$ cat config.mk
export PLATFORM = sky130hd
export DESIGN_NAME = fscc_isqrt_pipe
export DESIGN_NICKNAME = d
export VERILOG_FILES = /design/src/rtl/fscc_pkg.sv /design/src/rtl/fscc_isqrt_pipe.sv
export SDC_FILE = /design/constraint.sdc
export NUM_CORES = 1
export LEC_CHECK = 0
export BUFFER_PORTS_ARGS = -buffer_cell sky130_fd_sc_hd__buf_2
export CAP_MARGIN = 10
export CORE_MARGIN = 5
export CORE_UTILIZATION = 35
export CTS_BUF_LIST = sky130_fd_sc_hd__clkbuf_16
export CTS_CLUSTER_DIAMETER = 50
export DETAILED_ROUTE_END_ITERATION = 10
export PLACE_DENSITY = 0.51
export SLEW_MARGIN = 0
export SYNTH_ARGS = -nofsm -noshare
export SYNTH_HDL_FRONTEND = slang
export SYNTH_SLANG_ARGS = --single-unit
$ cat constraint.sdc
create_clock -name clock -period 15.03 [get_ports clock]
set_input_delay 0.7515 -clock clock [delete_from_list [all_inputs] [get_ports clock]]
set_output_delay 0.7515 -clock clock [all_outputs]
set_load 0.005 [all_outputs]
$ cat src/rtl/fscc_pkg.sv
`timescale 1ns / 1ps
// ----------------------------------------------------------------------------
// fscc_pkg
// Shared widths, constants and types for the speed and curl colour map core.
// ----------------------------------------------------------------------------
package fscc_pkg;

   localparam int VEL_W       = 16;
   localparam int GAIN_W      = 16;
   localparam int CHAN_W      = 8;
   localparam int CSR_IDX_W   = 1;

   // squares, sum of squares and the square-root radicand (s2 * 2^16)
   localparam int SQ_W        = 2 * VEL_W - 1;
   localparam int S2_W        = SQ_W + 1;
   localparam int RAD_W       = S2_W + 16;
   localparam int ROOT_W      = RAD_W / 2;
   localparam int REM_W       = ROOT_W + 2;
   localparam int SQRT_STEPS_DEFAULT = 4;

   // curl: difference of differences and its magnitude
   localparam int CURL_W      = VEL_W + 2;
   localparam int MAG_W       = CURL_W - 1;
   localparam int CURL_P_W    = MAG_W + GAIN_W;
   localparam int CURL_Q_W    = 25;
   localparam int SPEED_P_W   = ROOT_W + GAIN_W;
   localparam int SPEED_Q_W   = 32;

   localparam logic [CURL_Q_W-1:0]  CURL_ONE  = CURL_Q_W'(1) << 24;
   localparam logic [SPEED_Q_W-1:0] SPEED_ONE = SPEED_Q_W'(1) << 31;

   localparam logic [GAIN_W-1:0] SPEED_GAIN_RESET = 16'd4267;
   localparam logic [GAIN_W-1:0] CURL_GAIN_RESET  = 16'd51200;

   localparam logic [CHAN_W-1:0] CHAN_FULL = 8'd255;

   localparam logic [CSR_IDX_W-1:0] CSR_SPEED_GAIN = 1'b0;
   localparam logic [CSR_IDX_W-1:0] CSR_CURL_GAIN  = 1'b1;

   typedef struct packed {
      logic                wall;
      logic                curl_neg;
      logic [CURL_Q_W-1:0] curl_q;
   } fscc_side_type;

endpackage

$ cat src/rtl/fscc_isqrt_pipe.sv
`timescale 1ns / 1ps
// ----------------------------------------------------------------------------
// fscc_isqrt_pipe
// Pipelined integer square root, a fixed number of digit steps per stage,
// with side data and valid bits carried alongside.
// ----------------------------------------------------------------------------
module fscc_isqrt_pipe #(
   parameter int STEPS_PER_STAGE = fscc_pkg::SQRT_STEPS_DEFAULT
) (
   input  logic                        clock,
   input  logic                        reset,
   input  logic                        en,
   input  logic                        in_valid,
   input  logic [fscc_pkg::RAD_W-1:0]  in_rad,
   input  fscc_pkg::fscc_side_type     in_side,
   output logic                        out_valid,
   output logic [fscc_pkg::ROOT_W-1:0] out_root,
   output fscc_pkg::fscc_side_type     out_side
);
   import fscc_pkg::*;

   localparam int STAGES = ROOT_W / STEPS_PER_STAGE;

   logic          vld_ff  [STAGES];
   logic [REM_W-1:0]  rem_ff  [STAGES];
   logic [ROOT_W-1:0] root_ff [STAGES];
   logic [RAD_W-1:0]  rad_ff  [STAGES];
   fscc_side_type     side_ff [STAGES];

   logic              vld_x  [STAGES+1];
   logic [REM_W-1:0]  rem_x  [STAGES+1];
   logic [ROOT_W-1:0] root_x [STAGES+1];
   logic [RAD_W-1:0]  rad_x  [STAGES+1];
   fscc_side_type     side_x [STAGES+1];

   logic [REM_W-1:0]  rem_in  [STAGES];
   logic [ROOT_W-1:0] root_in [STAGES];
   logic [RAD_W-1:0]  rad_in  [STAGES];

   assign vld_x[0]  = in_valid;
   assign rem_x[0]  = '0;
   assign root_x[0] = '0;
   assign rad_x[0]  = in_rad;
   assign side_x[0] = in_side;

   for (genvar k = 0; k < STAGES; k++) begin : g_stage
      assign vld_x[k+1]  = vld_ff[k];
      assign rem_x[k+1]  = rem_ff[k];
      assign root_x[k+1] = root_ff[k];
      assign rad_x[k+1]  = rad_ff[k];
      assign side_x[k+1] = side_ff[k];

      always_comb begin : p_step
         logic [REM_W-1:0]  r;
         logic [REM_W-1:0]  sh;
         logic [REM_W-1:0]  trial;
         logic [ROOT_W-1:0] q;
         logic [RAD_W-1:0]  a;
         r = rem_x[k];
         q = root_x[k];
         a = rad_x[k];
         for (int j = 0; j < STEPS_PER_STAGE; j++) begin
            sh    = {r[REM_W-3:0], a[RAD_W-1 -: 2]};
            trial = {q, 2'b01};
            if (sh >= trial) begin
               r = sh - trial;
               q = {q[ROOT_W-2:0], 1'b1};
            end else begin
               r = sh;
               q = {q[ROOT_W-2:0], 1'b0};
            end
            a = a << 2;
         end
         rem_in[k]  = r;
         root_in[k] = q;
         rad_in[k]  = a;
      end

      always_ff @(posedge clock) begin
         if (reset) begin
            vld_ff[k] <= 1'b0;
         end else if (en) begin
            vld_ff[k] <= vld_x[k];
         end
         if (en) begin
            rem_ff[k]  <= rem_in[k];
            root_ff[k] <= root_in[k];
            rad_ff[k]  <= rad_in[k];
            side_ff[k] <= side_x[k];
         end
      end
   end

   assign out_valid = vld_x[STAGES];
   assign out_root  = root_x[STAGES];
   assign out_side  = side_x[STAGES];

endmodule

# After elaboration in Yosys (flattened, before gate mapping)
# Memory sizes are Yosys's and may differ from the RTL's.
# Index checks and enable logic that the tools add are counted.
# word_totals
regBits	0
ramBits	708
in_bits	79
output_inout_bits	52
word_cells	119
n_memories	5
# mem_list
memory	words	width	read_ports	rd_ports_with_merged_regs	write_ports	line_no	text
rad_ff	6	40	5	0	6	fscc_isqrt_pipe.sv:27	logic [RAD_W-1:0] rad_ff [STAGES];
side_ff	6	27	6	0	6	fscc_isqrt_pipe.sv:28	fscc_side_type side_ff [STAGES];
rem_ff	6	26	5	0	6	fscc_isqrt_pipe.sv:25	logic [REM_W-1:0] rem_ff [STAGES];
root_ff	6	24	6	0	6	fscc_isqrt_pipe.sv:26	logic [ROOT_W-1:0] root_ff [STAGES];
vld_ff	6	1	6	0	6	fscc_isqrt_pipe.sv:24	logic vld_ff [STAGES];
# op_classes
add_sub_neg	24
magnitude_cmp	24
muxes	60
bitwise	6
# op_table
cell	n
>= comparator 26 bit	20
2-to-1 mux 24 bit	18
subtractor 24 bit	15
2-to-1 mux 26 bit	6
subtractor 26 bit	5
2-to-1 mux 1 bit	36
>= comparator 26 x 3 -> 1 bit	1
>= comparator 26 x 4 -> 1 bit	1
>= comparator 26 x 5 -> 1 bit	1
subtractor 26 x 5 -> 26 bit	1
subtractor 24 x 3 -> 24 bit	1
subtractor 24 x 4 -> 24 bit	1
bitwise OR 1 bit	6
subtractor 2 x 1 -> 3 bit (second input constant)	1
>= comparator 2 x 1 -> 1 bit (second input constant)	1

# Longest topological paths before layout
# Gate-level depths: netlist (run 1).
# An unclocked memory read counts as a cell.
# logic_depth
depth_word	9
ltp_mapped	54
depth_no_buf	51

# Worst setup path after synthesis (run 1)
# No wires, ideal clock.
# synth_timing
kind	reg-to-reg
from	mem root_ff[3][11] (netlist name)
to	mem rem_ff[4][10] (netlist name) (data pin)
setup_ns	0.270
arrival_ns	10.754
path_slack_ns	4.005
stages_incl_launch_ff	48
path_cell_list	edfxtp_1 -> inv_1 -> ha_1 -> clkbuf_1 -> nand3_1 -> or4_1 -> nand4_1 -> buf_1 -> buf_1 -> clkbuf_1 -> nand2_1 -> o21ai_0 -> inv_1 -> ha_1 -> clkbuf_1 -> a21oi_1 -> o21a_1 -> o21ai_0 -> [12 not listed] -> and3b_1 -> o211a_1 -> nand4_1 -> clkbuf_1 -> clkbuf_1 -> a21oi_1 -> ha_1 -> inv_1 -> or3_1 -> o21ai_0 -> a2111o_1 -> nand2_1 -> o21ai_0 -> o31ai_1 -> o211ai_1 -> clkbuf_1 -> buf_1 -> a21oi_1
# synth_lines
element	line_no
from (decl)	fscc_isqrt_pipe.sv:26
to (decl)	fscc_isqrt_pipe.sv:25

==> flow_metrics.env, run 1 <==
export IMPL_ys_flop_type="edfxtp_1"
export IMPL_io_pins=131
export IMPL_min_period_over_period_pct=86.42
export IMPL_fin_tns_setup_ns=0
export IMPL_clk_pin_slew_ns=0.06
export IMPL_avgSynthCellArea_um2=9.420
export IMPL_yosysSeqAreaShare_pct=38.25
export IMPL_grt_total_usage_pct=18.42
export IMPL_area_growth_pct=12.74
export IMPL_clock_path_buffers=3
export IMPL_slowest_stage="a2111oi_0"
export IMPL_post_route_cell_area_mm2=0.04355
export IMPL_crit_buf_inv=2
export IMPL_yosysTopAreaCellShare_pct=38.25
export IMPL_tightest_slew_ns=1.111
export IMPL_top_layer="met4"
export IMPL_nets=4641
export IMPL_vdd_drop_max_v=0.0002410
export IMPL_synth_common_cells="edfxtp_1, nor2_1, a21oi_1"
export IMPL_cap_violations=0
export IMPL_wl_met3_um=5902
export IMPL_final_max_slew_violation_count=0
export IMPL_critPathTopFamily="compound AO/OA/AOI/OAI gates"
export IMPL_setup_violations=0
export IMPL_post_cts_hold_buffer_count=0
export IMPL_start_util_pct=35.33
export IMPL_hold_path_end="side_ff[0][5]"
export IMPL_hold_violations=0
export IMPL_regArea_mm2=0.01477
export IMPL_drc_errors=0
export IMPL_die_w_um=342.2
export IMPL_rr_startpoint="rem_ff[2][12]"
export IMPL_path_class="reg -> reg"
export IMPL_cp_end_kind="flip-flop"
export IMPL_r2r_end="rem_ff[3][19]"
export IMPL_grt_max_degree=162
export IMPL_postRouteAntennaNets=0
export IMPL_slowest_delay_ns=0.76
export IMPL_htree_num_levels=3
export IMPL_clock_fmax_ghz=0.07699
export IMPL_wl_per_cell_um=19.31
export IMPL_yosysTopAreaCell="edfxtp_1"
export IMPL_m1WireLength_um=53900
export IMPL_grt_pass1_wl_um=171100
export IMPL_cpMostUsedCell="a21o_1"
export IMPL_ys_warnings_count=0
export IMPL_design_die_area_mm2=0.1171
export IMPL_setup_worst_path_start_class="flip-flop"
export IMPL_p_leak_nw=17.65
export IMPL_async_reset_ff_share_pct=0
export IMPL_num_vias=31490
export IMPL_antenna_found_initial=2
export IMPL_required_ns=15.41
export IMPL_core_mm2=0.1093
export IMPL_hold_class="in -> reg"
export IMPL_globalRouteOverflowTotal=0
export IMPL_cts_setup_buffers=0
export IMPL_ys_ff_latch=492
export IMPL_cts_sinks=492
export IMPL_clk_latency_ns=0.66
export IMPL_period_needed_ns=12.99
export IMPL_reg2reg_depth=42
export IMPL_syn_area_mm2=0.03862
export IMPL_synth_cell_type_count=114
export IMPL_cts_resized=0
export IMPL_place_gp_congestion=0.8979
export IMPL_numCtsBuffers=76
export IMPL_whs_path_depth=1
export IMPL_cts_root_buf="clkbuf_16"
export IMPL_cp_max_fo=26
export IMPL_multi_input_area_mm2=0.02266
export IMPL_wl_met2_um=48980
export IMPL_drt_iter0_drc=2399
export IMPL_r2r_slack_ns=2.04
export IMPL_synth_cells=4100
export IMPL_wl_um=111600
export IMPL_synth_edf_count=492
export IMPL_grt_setup_unrepaired="false"
export IMPL_fill_cells=10990
export IMPL_final_layout_size_suffix_gt1_share_pct=9.998
export IMPL_rows=121
export IMPL_grt_pass1_vias=29490
export IMPL_outcome="finished clean"
export IMPL_cp_arrival_ns=13.37
export IMPL_synth_area_leaders="edfxtp_1, ha_1, xnor2_1"
export IMPL_cts_tree="built"
export IMPL_hpwlAfterDp_um=87450
export IMPL_postPlaceCellArea_mm2=0.04094
export IMPL_worstHoldStart="in_side[5]"
export IMPL_slew_headroom_pct=25.01
export IMPL_portBuffers=130
export IMPL_yosysMostFrequentCell="edfxtp_1"
export IMPL_power_density_mw_per_mm2=262.8
export IMPL_fin_skew_ns=0.03402
export IMPL_first_pass_iters=7
export IMPL_via_per_inst=5.449
export IMPL_die_y_um=342.2
==> registers in the layout, indices dropped and copies added (netlist names) <==
signal / cells
rad_ff: 120
rem_ff: 120
root_ff: 84
side_ff: 162
vld_ff: 6
==> power breakdown <==
part / switching (mW) / total, mW / leakage (nW) / internal, mW
registers: 0.177 / 2.08 / 4.75 / 1.91
logic: 4.44 / 7.60 / 11.6 / 3.16
clock network: 0.706 / 1.76 / 1.27 / 1.06
==> metrics by stage <==
step | util [%] | hold WS (ns) | worst slack (ns) | instances | total power, mW
final | 39.84 | 0.2645 | 2.041 | 5779 | 11.44
after CTS | 39.83 | 0.2125 | 2.029 | 5777 | 11.45
after floorplan | - | 0.4003 | 4.005 | 4101 | 7.830
after global routing | 39.83 | 0.2180 | 0.9031 | 5777 | 12.44
after global placement | 37.45 | 0.4005 | 2.271 | 5637 | 9.613
after detailed placement | 37.45 | 0.4045 | 2.098 | 5637 | 9.595
==> per-layer routing <==
layer,vias up,track usage (%)
li1,15590,-
met1,14990,26.50
met2,766,28.51
met3,141,3.338
met4,0,4.955
met5,-,0
==> placed cells by master (no fill, tap or decap), types with 105 or more instances in the layout <==
cell type / count
edfxtp_1: 492
nor2_1: 388
a21oi_1: 351
ha_1: 323
nand2_1: 319
xnor2_1: 246
inv_1: 211
o21ai_0: 206
a21o_1: 143
xor2_1: 132
buf_2: 129
nor3_1: 109
nand3_1: 105
==> cell families (layout without fill, tap and decap cells) <==
logic type	after synthesis	in the layout	synth area share (%)
other	1	4	0.009709
flip-flops	492	492	38.25
adder cells (fa/ha/maj)	323	323	10.46
multiplexers	96	96	2.702
XOR/XNOR	380	380	8.656
buffers and inverters	309	509	3.120
AO/OA/AOI/OAI	1104	1104	18.47
AND/OR/NAND/NOR	1395	1395	18.33
==> worst max-delay path by stage <==
stage / start / endpoint / cells past startpoint
2_1_floorplan: root_ff[3][11] / rem_ff[4][10] / 47
3_3_place_gp: rem_ff[2][12] / rem_ff[3][19] / 42
3_5_place_dp: rem_ff[2][12] / rem_ff[3][19] / 42
4_1_cts: rem_ff[2][12] / rem_ff[3][19] / 42
5_1_grt: rem_ff[2][12] / rem_ff[3][19] / 42
6_report: rem_ff[2][12] / rem_ff[3][19] / 42
==> cell type report <==
type	count	area share [%]
Multi-Input combinational cell	3300	52.03
Sequential cell	492	33.93
Clock buffer	76	4.367
Tap cell	1476	4.241
Timing Repair Buffer	154	1.960
Inverter	215	1.859
Clock inverter	64	1.606
Antenna cell	2	0.01149
Note: power is estimated with default switching activity, not from simulation.
==> run 2: changes to the inputs <==
PLACE_DENSITY = 0.46   (was 0.51)
==> run 2 against run 1 <==
  * Worst setup slack got worse by 0.13 ns
  * Core utilization about the same
  * Register-to-register slack got worse by 0.13 ns
  * Largest cell class unchanged
  * Largest power group unchanged
==> flow_metrics.env, run 2 (synthesized netlist as in run 1, its figures left out) <==
export IMPL_post_cts_hold_buffer_count=0
export IMPL_slowest_stage="a2111oi_0"
export IMPL_slew_headroom_pct=31.55
export IMPL_seqPwrFrac_pct=18.1
export IMPL_rows=121
export IMPL_regMostFlops="side_ff"
export IMPL_p_int_mw=6.118
export IMPL_hold_slack_ns=0.2580
export IMPL_cts_resized=0
export IMPL_hpwlAfterDp_um=90190
export IMPL_outcome="finished clean"
export IMPL_first_pass_iters=5
export IMPL_cts_tree="built"
export IMPL_postRouteAntennaNets=0
export IMPL_grt_pass1_vias=29470
export IMPL_setup_violations=0
export IMPL_antenna_found_initial=4
export IMPL_drc_errors=0
export IMPL_drt_iter0_drc=2177
export IMPL_wl_per_cell_um=19.86
export IMPL_cp_arrival_ns=13.51
export IMPL_switching_share_pct=46.64
export IMPL_cap_violations=0
export IMPL_cpMostUsedCell="a21o_1"
export IMPL_clock_fmax_ghz=0.07622
export IMPL_clk_latency_ns=0.66
export IMPL_fin_util_pct=39.81
export IMPL_via_per_inst=5.396
export IMPL_p_leak_nw=17.64
export IMPL_path_class="reg -> reg"
export IMPL_fin_tns_setup_ns=0
export IMPL_cts_setup_buffers=0
export IMPL_die_y_um=342.2
export IMPL_critPathTopFamily="compound AO/OA/AOI/OAI gates"
export IMPL_setup_ws_ns=1.909
export IMPL_slowest_delay_ns=0.88
export IMPL_crit_buf_inv=3
export IMPL_area_growth_pct=12.65
export IMPL_min_period_over_period_pct=87.30
export IMPL_largestRegisters="side_ff (162), rad_ff (120), rem_ff (120)"
export IMPL_globalRouteOverflowTotal=0
export IMPL_fill_cells=11000
export IMPL_cts_sinks=492
export IMPL_place_gp_congestion=0.8820
export IMPL_period_needed_ns=13.12
export IMPL_cp_end_kind="flip-flop"
export IMPL_htree_num_levels=3
export IMPL_core_mm2=0.1093
export IMPL_clockPowerShare_pct=15.3
export IMPL_cp_max_fo=25
export IMPL_final_max_slew_violation_count=0
export IMPL_hold_class="in -> reg"
export IMPL_tightest_slew_ns=1.001
export IMPL_wl_um=114700
export IMPL_power_density_mw_per_mm2=263.5
export IMPL_setup_worst_path_start_class="flip-flop"
export IMPL_design_die_area_mm2=0.1171
export IMPL_post_route_cell_area_mm2=0.04351
export IMPL_preCtsSetupSlack_ns=1.953
export IMPL_grt_max_degree=131
export IMPL_required_ns=15.42
export IMPL_nets=4644
export IMPL_final_layout_size_suffix_gt1_share_pct=10.12
export IMPL_grt_total_usage_pct=18.95
export IMPL_clock_path_buffers=3
export IMPL_numCtsBuffers=75
export IMPL_largest_reg_flops=162
export IMPL_grt_setup_unrepaired="false"
export IMPL_cts_root_buf="clkbuf_16"
export IMPL_vdd_drop_max_v=0.0001414
export IMPL_portBuffers=130
export IMPL_num_vias=31160
export IMPL_fin_skew_ns=0.03961
export IMPL_hold_violations=0
export IMPL_start_util_pct=35.33
export IMPL_diodes=0
export IMPL_die_w_um=342.2
export IMPL_mostFrequentLayoutCell="edfxtp_1"
export IMPL_postPlaceCellArea_mm2=0.04094
export IMPL_combPwrFrac_pct=66.5
export IMPL_layout_common_cells="edfxtp_1, nor2_1, a21oi_1"
export IMPL_clk_pin_slew_ns=0.06
export IMPL_io_pins=131
export IMPL_switchingPower_mw=5.347
export IMPL_grt_pass1_wl_um=175300
## run 2: layer usage
layer / GRT usage [%] / wire length [um] / vias to the layer above
met2: 29.16 / 49950 / 664
met5: 0 / 0 / -
met3: 2.972 / 5506 / 132
li1: - / - / 15620
met4: 4.852 / 2763 / 0
met1: 27.79 / 56440 / 14750
## run 2: cell type report
class / instances / area, um^2 / area share (%)
multi-input combinational: 3300 / 22660 / 52.07
clock inverter: 59 / 679.4 / 1.561
sequential: 492 / 14770 / 33.96
tap: 1476 / 1847 / 4.244
clock buffer: 75 / 1877 / 4.313
timing repair buffer: 158 / 868.3 / 1.996
inverter: 215 / 809.5 / 1.861
## run 2: power by group through the flow
stage | Clock, mW | Sequential [mW] | Combinational, mW
floorplan | 0 | 2.01 | 5.82
global placement | 0 | 2.11 | 7.61
detailed placement | 0 | 2.11 | 7.56
CTS | 1.82 | 2.08 | 7.62
global route | 1.88 | 2.10 | 8.48
finish | 1.76 | 2.08 | 7.63
## run 2: stage by stage
step                      power, mW  std cells
final                         11.47       5775
after global routing          12.47       5775
after CTS                     11.53       5773
after detailed placement      9.669       5639
after global placement        9.719       5639
after floorplan               7.830       4101
## run 2: path summary, 6_finish.rpt
check	end	cells after the start	startpoint	slack (ns)
worst min register to register	side_ff[5][8]	0	side_ff[4][8]	0.41
worst max-delay path	rem_ff[3][19]	43	rem_ff[2][12]	1.91
worst max register to register	rem_ff[3][19]	43	rem_ff[2][12]	1.91
worst min-delay path	rad_ff[0][32]	1	in_rad[32]	0.26
==> run 3: changes to the inputs <==
CORE_ASPECT_RATIO = 0.6   (was not set)
==> run 3 against run 2 <==
  * Worst setup slack improved by 0.14 ns
  * Core utilization fell by 0.65 points
  * Clock-buffer cell count fell by 17
  * Largest cell class unchanged
  * Highest routed layer unchanged
==> flow_metrics.env, run 3 (synthesized netlist as in run 1, its figures left out) <==
export IMPL_grt_pass1_wl_um=183700
export IMPL_hpwlAfterDp_um=97090
export IMPL_portBuffers=130
export IMPL_clk_latency_ns=0.66
export IMPL_cts_sinks=492
export IMPL_numCtsBuffers=57
export IMPL_cp_end_kind="flip-flop"
export IMPL_postRouteAntennaNets=0
export IMPL_period_needed_ns=12.98
export IMPL_path_class="reg -> reg"
export IMPL_cpMostUsedCell="a21o_1"
export IMPL_core_mm2=0.1096
export IMPL_io_pins=131
export IMPL_cts_tree="built"
export IMPL_design_die_area_mm2=0.1173
export IMPL_min_period_over_period_pct=86.34
export IMPL_dpl_cell_count=5655
export IMPL_fin_tns_setup_ns=0
export IMPL_globalRouteOverflowTotal=0
export IMPL_mostFrequentLayoutCell="edfxtp_1"
export IMPL_fin_util_pct=39.16
export IMPL_final_layout_size_suffix_gt1_share_pct=9.453
export IMPL_p_leak_nw=17.37
export IMPL_grt_total_usage_pct=20.30
export IMPL_clock_path_buffers=3
export IMPL_postPlaceCellArea_mm2=0.04100
export IMPL_grt_max_degree=150
export IMPL_cp_max_fo=26
export IMPL_wl_um=123100
export IMPL_layout_common_cells="edfxtp_1, nor2_1, a21oi_1"
export IMPL_cp_arrival_ns=13.37
export IMPL_hold_violations=0
export IMPL_cap_violations=0
export IMPL_nets=4629
export IMPL_slowest_delay_ns=0.75
export IMPL_wl_per_cell_um=21.36
export IMPL_clk_pin_slew_ns=0.06
export IMPL_antenna_found_initial=5
export IMPL_place_gp_congestion=0.9171
export IMPL_slowest_stage="inv_1"
export IMPL_slew_headroom_pct=18.13
export IMPL_fill_cells=11030
export IMPL_required_ns=15.42
export IMPL_grt_setup_unrepaired="false"
export IMPL_regMostFlops="side_ff"
export IMPL_post_route_cell_area_mm2=0.04292
export IMPL_grt_pass1_vias=28810
export IMPL_via_per_inst=5.510
export IMPL_fin_skew_ns=0.02239
export IMPL_htree_num_levels=2
export IMPL_largest_reg_flops=162
export IMPL_clock_fmax_ghz=0.07706
export IMPL_vdd_drop_max_v=0.0001883
export IMPL_layout_cells_non_filler=5764
export IMPL_total_power_mw=11.33
export IMPL_num_vias=31760
export IMPL_first_pass_iters=5
export IMPL_power_density_mw_per_mm2=263.9
export IMPL_largestRegisters="side_ff (162), rad_ff (120), rem_ff (120)"
export IMPL_drc_errors=0
export IMPL_start_util_pct=35.24
export IMPL_final_max_slew_violation_count=0
export IMPL_cts_root_buf="clkbuf_16"
export IMPL_setup_violations=0
export IMPL_post_cts_hold_buffer_count=0
export IMPL_outcome="finished clean"
export IMPL_drt_iter0_drc=3319
export IMPL_tightest_slew_ns=1.213
export IMPL_setup_worst_path_start_class="flip-flop"
export IMPL_cts_resized=0
export IMPL_cts_setup_buffers=0
export IMPL_die_w_um=438.9
export IMPL_rows=94
export IMPL_area_growth_pct=11.13
export IMPL_die_y_um=267.3
export IMPL_hold_class="in -> reg"
-- run 3: cell count changes in the layout (fill, tap and decap cells not counted), moves of 2 or more --
cell,before,now
diode_2,0,2
inv_1,206,212
buf_4,27,29
clkinv_16,3,0
inv_6,9,3
clkinv_2,11,8
inv_8,6,1
clkbuf_16,75,58
clkinv_4,5,7
-- run 3: worst paths after layout --
check	endpoint	start	slack, ns	cells after the start
worst min-delay path	rad_ff[0][1]	in_rad[1]	0.26	1
worst max-delay path	rem_ff[3][19]	root_ff[2][5]	2.05	44
worst max register to register	rem_ff[3][19]	root_ff[2][5]	2.05	44
worst min register to register	rad_ff[2][23]	rad_ff[1][15]	0.41	0
-- run 3: per-stage QoR --
stage	hold WS (ns)	setup slack [ns]
detailed placement	0.4045	2.298
floorplan	0.4003	4.005
global route	0.1993	1.119
global placement	0.4001	2.577
CTS	0.1908	2.266
finish	0.2587	2.053
-- run 3: per-layer routing --
metal / share of wire [%] / vias up / GRT usage (%)
met1: 55 / 15070 / 34.74
li1: - / 15600 / -
met4: 1.1 / 0 / 2.786
met3: 9.3 / 76 / 5.842
met2: 34 / 1014 / 24.15
met5: 0 / - / 0
-- run 3: where the power goes --
group	total (mW)	internal, mW	leakage, nW	switching (mW)
sequential	2.09	1.91	4.75	0.184
combinational	7.81	3.16	11.7	4.65
clock	1.43	0.811	0.958	0.615
-- run 3: area by class of cell --
class	instances	area, um^2	area share [%]
multi-input cells	3300	22660	52.78
diodes	2	5.005	0.01166
repair buffers	161	905.9	2.110
flip-flops and latches	492	14770	34.42
clock inverters	48	459.2	1.070
well taps	1488	1862	4.337
clock buffers	58	1451	3.381
inverters	215	809.5	1.886
-- run 3: critical path, delay by kind of cell, from the launching register on --
kind,cells,cell delay (ns)
fa+ha+maj,4,1.45
simple gates,13,3.83
compound gates,20,4.43
mux,1,0.37
flops,1,0.40
buf+inv,5,2.07
xor+xnor,1,0.12
